$ cat src/hdl/assert_macros.svh
// Assertion macros shared by the money flow RTL.
// Each macro samples on clk and is disabled while arst_n is low.
`ifndef ASSERT_MACROS_SVH
`define ASSERT_MACROS_SVH

// The condition must hold at every clock edge out of reset.
`define CMF_ASSERT_ALWAYS(lbl, cond, msg) \
	lbl: assert property (@(posedge clk) disable iff (!arst_n) (cond)) else $error(msg);

// The consequent must hold in the same cycle as the antecedent.
`define CMF_ASSERT_IMPLIES(lbl, ante, cons, msg) \
	lbl: assert property (@(posedge clk) disable iff (!arst_n) (ante) |-> (cons)) \
		else $error(msg);

`endif

$ cat src/hdl/cmf_pkg.sv
// Shared constants and control types for the money flow unit.
// No dependencies; the modules but cmf_ram use it by scoped names.
package cmf_pkg;

	// Default depth of the bar history.
	localparam int MAX_WINDOW_DEF = 64;

	// Field widths of the input and result beats.
	localparam int PRICE_W = 24;
	localparam int VOL_W   = 32;
	localparam int Q15_W   = 16;
	localparam int FVOL_W  = 33;
	localparam int N_W     = PRICE_W + 3;
	localparam int QUOT_W  = 16;

	// Stream and register port widths.
	localparam int IN_TDATA_W  = 104;
	localparam int OUT_TDATA_W = 72;
	localparam int OUT_TUSER_W = 2;
	localparam int PADDR_W     = 3;
	localparam int APB_DATA_W  = 32;

	// Window length register.
	localparam int WL_W = 7;
	localparam logic [WL_W-1:0] WL_RESET = 7'd20;
	localparam logic REG_WINDOW_LENGTH = 1'b0;

	// Q1.15 saturation limits.
	localparam logic [Q15_W-1:0] Q15_POS_MAX = 16'h7FFF;
	localparam logic [Q15_W-1:0] Q15_NEG_MAX = 16'h8000;

	// Commands from the controller to the datapath.
	typedef struct packed {
		logic load;
		logic prep;
		logic mchk;
		logic mlatch;
		logic mul;
		logic trunc;
		logic sum;
		logic rchk;
		logic rlatch;
		logic out_load;
		logic div_start;
	} cmf_cmd_t;

	// Status from the datapath to the controller.
	typedef struct packed {
		logic div_done;
		logic mult_skip;
		logic zero_vol;
	} cmf_sts_t;

endpackage

$ cat src/hdl/cmf_ctrl.sv
// Controller state machine that sequences one bar through the datapath.
// Depends on cmf_pkg for the command and status structs.
module cmf_ctrl (
	input  logic              clk,
	input  logic              arst_n,
	input  logic              in_valid,
	output logic              in_ready,
	output logic              out_valid,
	input  logic              out_ready,
	input  cmf_pkg::cmf_sts_t sts,
	output cmf_pkg::cmf_cmd_t cmd
);

	localparam logic [3:0] S_IDLE  = 4'd0;
	localparam logic [3:0] S_PREP  = 4'd1;
	localparam logic [3:0] S_MCHK  = 4'd2;
	localparam logic [3:0] S_MDIV  = 4'd3;
	localparam logic [3:0] S_MUL   = 4'd4;
	localparam logic [3:0] S_TRUNC = 4'd5;
	localparam logic [3:0] S_SUM   = 4'd6;
	localparam logic [3:0] S_RCHK  = 4'd7;
	localparam logic [3:0] S_RDIV  = 4'd8;
	localparam logic [3:0] S_DONE  = 4'd9;

	logic [3:0] state_q;
	logic [3:0] state_nx;
	logic       out_valid_q;

	// Next state and command decode.
	always_comb begin
		cmd      = '0;
		state_nx = state_q;
		unique case (state_q)
			S_IDLE: begin
				if (in_valid) begin
					cmd.load = 1'b1;
					state_nx = S_PREP;
				end
			end
			S_PREP: begin
				cmd.prep = 1'b1;
				state_nx = S_MCHK;
			end
			S_MCHK: begin
				cmd.mchk      = 1'b1;
				cmd.div_start = !sts.mult_skip;
				state_nx      = sts.mult_skip ? S_MUL : S_MDIV;
			end
			S_MDIV: begin
				if (sts.div_done) begin
					cmd.mlatch = 1'b1;
					state_nx   = S_MUL;
				end
			end
			S_MUL: begin
				cmd.mul  = 1'b1;
				state_nx = S_TRUNC;
			end
			S_TRUNC: begin
				cmd.trunc = 1'b1;
				state_nx  = S_SUM;
			end
			S_SUM: begin
				cmd.sum  = 1'b1;
				state_nx = S_RCHK;
			end
			S_RCHK: begin
				cmd.rchk      = 1'b1;
				cmd.div_start = !sts.zero_vol;
				state_nx      = sts.zero_vol ? S_DONE : S_RDIV;
			end
			S_RDIV: begin
				if (sts.div_done) begin
					cmd.rlatch = 1'b1;
					state_nx   = S_DONE;
				end
			end
			S_DONE: begin
				if (!out_valid_q || out_ready) begin
					cmd.out_load = 1'b1;
					state_nx     = S_IDLE;
				end
			end
			default: begin
				state_nx = S_IDLE;
			end
		endcase
	end

	// State register and output beat valid.
	always_ff @(posedge clk or negedge arst_n) begin
		if (!arst_n) begin
			state_q     <= S_IDLE;
			out_valid_q <= 1'b0;
		end else begin
			state_q <= state_nx;
			if (cmd.out_load) begin
				out_valid_q <= 1'b1;
			end else if (out_ready) begin
				out_valid_q <= 1'b0;
			end
		end
	end

	assign in_ready  = (state_q == S_IDLE);
	assign out_valid = out_valid_q;

endmodule

$ cat config.mk
export PLATFORM = sky130hd
export DESIGN_NAME = cmf_ctrl
export DESIGN_NICKNAME = d
export VERILOG_FILES = /design/src/hdl/assert_macros.svh /design/src/hdl/cmf_pkg.sv /design/src/hdl/cmf_ctrl.sv
export SDC_FILE = /design/constraint.sdc
export NUM_CORES = 1
export LEC_CHECK = 0
export BUFFER_PORTS_ARGS = -buffer_cell sky130_fd_sc_hd__buf_2
export CORE_AREA = 3 3 40 42
export CTS_CLUSTER_SIZE = 16
export DETAILED_ROUTE_END_ITERATION = 6
export DIE_AREA = 0 0 43 45
export MAX_ROUTING_LAYER = met4
export SLEW_MARGIN = 25
export SYNTH_ARGS = -nofsm -noshare
export SYNTH_HDL_FRONTEND = slang
export SYNTH_SLANG_ARGS = --single-unit
export TNS_END_PERCENT = 50
$ cat constraint.sdc
create_clock -name clk -period 1.6 [get_ports clk]
set_input_delay 0 -clock clk [delete_from_list [all_inputs] [get_ports clk]]
set_output_delay 0 -clock clk [all_outputs]
set_load 0.02 [all_outputs]
## Yosys cells after proc, flatten, opt, wreduce, memory -nomap -nowiden

Index checks and enable logic that the tools add are counted.

| word-level totals | value |
|---|---|
| register bits after elaboration | 5 |
| output and inout port bits | 13 |
| input port bits | 7 |

| cells by class | value |
|---|---|
| equality and inequality tests | 13 |
| reduce and logical (&&, ||, !) cells | 7 |
| muxes and demuxes | 23 |

Operators with widths:

| cell | count |
|---|---|
| one-hot mux 4 bit (10 select lines) | 1 |
| equality test 4 x 3 -> 1 bit (second input constant) | 4 |
| 2-to-1 mux 1 bit | 16 |
| 2-to-1 mux 4 bit | 4 |
| equality test 4 x 2 -> 1 bit (second input constant) | 2 |
| equality test 4 bit (second input constant) | 2 |
| != test 2 bit (second input constant) | 4 |
| equality test 4 x 1 -> 1 bit (second input constant) | 1 |
| logical NOT 4 bit | 1 |
| AND reduction 4 bit | 1 |
| logical NOT 1 bit | 3 |
| 2-to-1 mux 3 bit | 1 |
| one-hot mux 1 bit (2 select lines) | 1 |
| nonzero test 2 bit | 1 |
| logical OR 1 bit | 1 |

## Longest topological paths before layout

| logic depth | value |
|---|---|
| depth in word-level cells | 5 |
| depth in mapped cells | 5 |

## Least setup slack after synthesis

OpenSTA, ideal clock, no wires.

| path | value |
|---|---|
| path kind | register to register |
| start | register state_q[1] |
| end | register state_q[0] |
| cell stages (with the launch flop) | 5 |
| required time | 1.475 ns |
| buffers on the path | 0 |
| period minus slack after synthesis | 1.943 ns |
| arrival | 1.818 ns |
| path slack | -0.343 ns |
| cells stage by stage | dfrtp_1 > nor4_1 > nand2b_1 > o311ai_2 > mux2_4 |

| between the ends | value |
|---|---|
| cells in the longest elaborated chain, start to end | 3 |

Ends and longest elaborated chain:

| item | line | RTL |
|---|---|---|
| from (decl) | cmf_ctrl.sv:25 | `logic [3:0] state_q;` |
| from (signal assigned) | cmf_ctrl.sv:96 | `state_q <= state_nx;` |
| logical NOT 4 bit (*) | -- |  |
| via in_ready | cmf_ctrl.sv:7 | `output logic in_ready,` |
| != test 2 bit (no line) | -- |  |
| AND reduction 4 bit (no line) | -- |  |

Mark *: on every way through the listed nets, which the timed path passes. The rest lies on a longest branch.
A chain may end at the register's enable or synchronous reset.

## Worst setup path after layout

| path | value |
|---|---|
| start | register state_q[1] |
| end | register state_q[0] |

| between the ends | value |
|---|---|
| cells in the longest elaborated chain, start to end | 3 |

Ends and longest elaborated chain:

| item | line | RTL |
|---|---|---|
| equality test 4 bit (tied with other cells) | cmf_ctrl.sv:33 | `unique case (state_q)` |
| != test 2 bit (no line) | -- |  |
| AND reduction 4 bit (no line) | -- |  |

Parallel ways exist; a longest one is shown, timed or not.

==> metrics.md <==
| Metric | Value |
|---|---|
| Status | completed |
| # setup viols final | 0 |
| Maximum vdd drop | about 0.00066 V |
| Syn avg cell area | about 7.6 µm² |
| Fraction of registers with async set/reset | 1.000 |
| Nets | 89 |
| Pwr Density | between 2000 and 2500 nW/µm² |
| Mapped Cells | 54 |
| Mapped cell area | between 400 and 500 µm² |
| Maximum clock path buffer count | 2 |
| Setup WS pre-CTS | 0.04737 ns |
| Setup crit start kind | flop |
| Synth cell types | 28 |
| Setup Skew | 0.001345 ns |
| Area fraction of the dominant cell type after synthesis | 0.3049 |
| DRC violations left | 0 |
| Max-slew violations | 0 |
| Worst-margin pin slew | 0.3010 ns |
| Vias | roughly 470 |
| Fmax | between 0.6 and 0.7 GHz |
| I/O Buffers | 19 |
| Register area share after synthesis | 0.3049 |
| RePlAce Congestion | 0.7661 |
| Total power | roughly 1300 µW |
| Max-slew headroom | 0.7990 |
| Routed wire per std cell | around 12 µm |
| Worst Path Arrival | around 1.7 ns |
| Final period util | 0.9606 |
| Fraction of layout cells with a size suffix above 1 | 0.4321 |
| Final Core Density | 0.4869 |
| YS warnings | 0 |
| Drt first pass iters | 4 |
| DRT iter0 DRCs | 8 |
| Root Buffer Master | clkbuf_4 |
| Syn_nets | 61 |
| Post-DP HPWL | ~830 µm |
| Vias in the first global route | 423 |
| CP Capture Type | flop |
| Final worst slack | about 0.063 ns |
| Final wirelength | 1116 µm |
| #FFs+latches synth | 5 |
| Ports | 20 |
| Area leader, netlist | dfrtp_1 |
| Antenna violations before repair | 0 |
| # diodes | 0 |
| Full die area | 1935 µm² |
| Post-synth EDFFs | 0 |
| Busiest grt layer | met2 |
| Routing usage on met1 | 0.1854 |
| Worst-path clk slew | approximately 0.050 ns |
| CP Class | reg -> reg |
| Synthesis-to-finish area growth | 52.44% |
| Hold_ws | ~0.10 ns |
| Starting Density | 0.3194 |
| Die Y | 45 µm |
| Clock sinks | 5 |
| Met3 global-route usage | 0.01195 |
| Core Area | 1285 µm² |
| Area contributors post-synth | dfrtp_1 (30%), nand2b_1 (6.1%), nor3_1 (6.1%) |
| Top FF cell, synth | dfrtp_1 |
| Final Hold Violating Endpoints | 0 |
| Setup Fix Bufs, Post-CTS | 0 |
| Crit path time final | 1.537 ns |
| Worst Path Required | between 1.5 and 2 ns |
| Leakage Power | approximately 0.00032 µW |
| Commonest cells in the netlist | dfrtp_1 (5), nor2_1 (5), nor3_1 (5) |
| Num rows | 13 |
| Clk_lat worst skew | around 0.24 ns |
| Max cap viols | 0 |
| H-tree lvl count | 1 |
| Cts bufs inserted | 3 |
| DR vias/cell | a little under 5 |
| Post-DRT Antenna Nets | 0 |
| GRT Total Usage | 0.1335 |
| Met2 usage | 0.1916 |
| RSZ-0062 raised after global routing | true |
| CP Max Fanout | 5 |
| Largest net degree at the start of global routing | 16 |
| Worst hold path type | in -> reg |
| Total grt overflow | 0 |
| Horiz. Die Dim | approximately 43 µm |
| TritonCTS clock tree | yes |
| First-pass GRT wire length | 1918 µm |
==> power breakdown <==
group	switching [µW]	internal, µW	total [µW]
clock	57.2	94.6	152
combinational	501	374	875
sequential	51.3	184	235
total	610	652	1260
==> cell type report <==
cell class	instances	area, µm²
clock buffers	4	26.28
repair buffers	27	160.2
well taps	15	18.77
fillers	127	659.4
inverters	4	15.01
flip-flops and latches	5	126.4
multi-input cells	41	279.0
==> logic make-up (layout without fill, tap and decap cells) <==
family,Yosys count,count (layout),share of synthesized area
AO/OA/AOI/OAI,11,11,0.1829
AND/OR/NAND/NOR,29,29,0.3994
buffers and inverters,8,35,0.07620
flip-flops,5,5,0.3049
multiplexers,1,1,0.03657
==> cell usage in the layout (no fill, tap or decap), types with 2 or more instances in the layout <==
| cell | instances |
|---|---|
| nor2_1 | 5 |
| nand2b_1 | 4 |
| inv_1 | 3 |
| o21ai_1 | 2 |
| a21oi_1 | 4 |
| dfrtp_1 | 4 |
| buf_4 | 6 |
| dlygate4sd3_1 | 2 |
| nor3_1 | 4 |
| clkbuf_4 | 3 |
| buf_2 | 19 |
| nand2_1 | 4 |
==> stage by stage <==
| stage | setup TNS [ns] | std cells | area [µm²] |
|---|---|---|---|
| final | 0 | 96 | 625.6 |
| after global routing | -0.001482 | 96 | 625.6 |
| after CTS | 0 | 96 | 614.3 |
| after detailed placement | 0 | 90 | 568.0 |
| after global placement | 0 | 90 | 568.0 |
| after floorplan | 0 | 54 | 425.4 |
==> layer usage <==
| metal | vias to the layer above | part of all wire |
|---|---|---|
| met2 | 8 | 0.50 |
| met4 | 0 | 0 |
| met3 | 0 | 0.036 |
| met5 | - | 0 |
| li1 | 246 | - |
| met1 | 212 | 0.47 |
==> path summary, 6_finish.rpt <==
path,from,end,slack [ns],cells past startpoint
worst max register to register,state_q[1],state_q[0],0.06,4
min in group asynchronous,arst_n,state_q[0],0.14,2
worst max-delay path,state_q[1],state_q[0],0.06,4
worst min register to register,out_valid,out_valid,0.57,2
worst min-delay path,sts[2],state_q[1],0.10,4
max in group asynchronous,arst_n,state_q[0],1.31,2
==> flip-flops by register name, summed over array words and instances (netlist names) <==
name	count
state_q	4
out_valid	1
==> critical path: stages, from the launching register on <==
cell       delay [ns]
dfrtp_1          0.40
nand4bb_1        0.22
or3_4            0.36
o311ai_2         0.11
mux2_4           0.33
==> repair_timing <==
action | CTS | global route
hold endpoints to repair | 6 | 0
gates resized for setup | 0 | 3
setup endpoints to repair | 0 | 3
hold buffers | 2 | 0
Power figures use the tool's default switching activity.
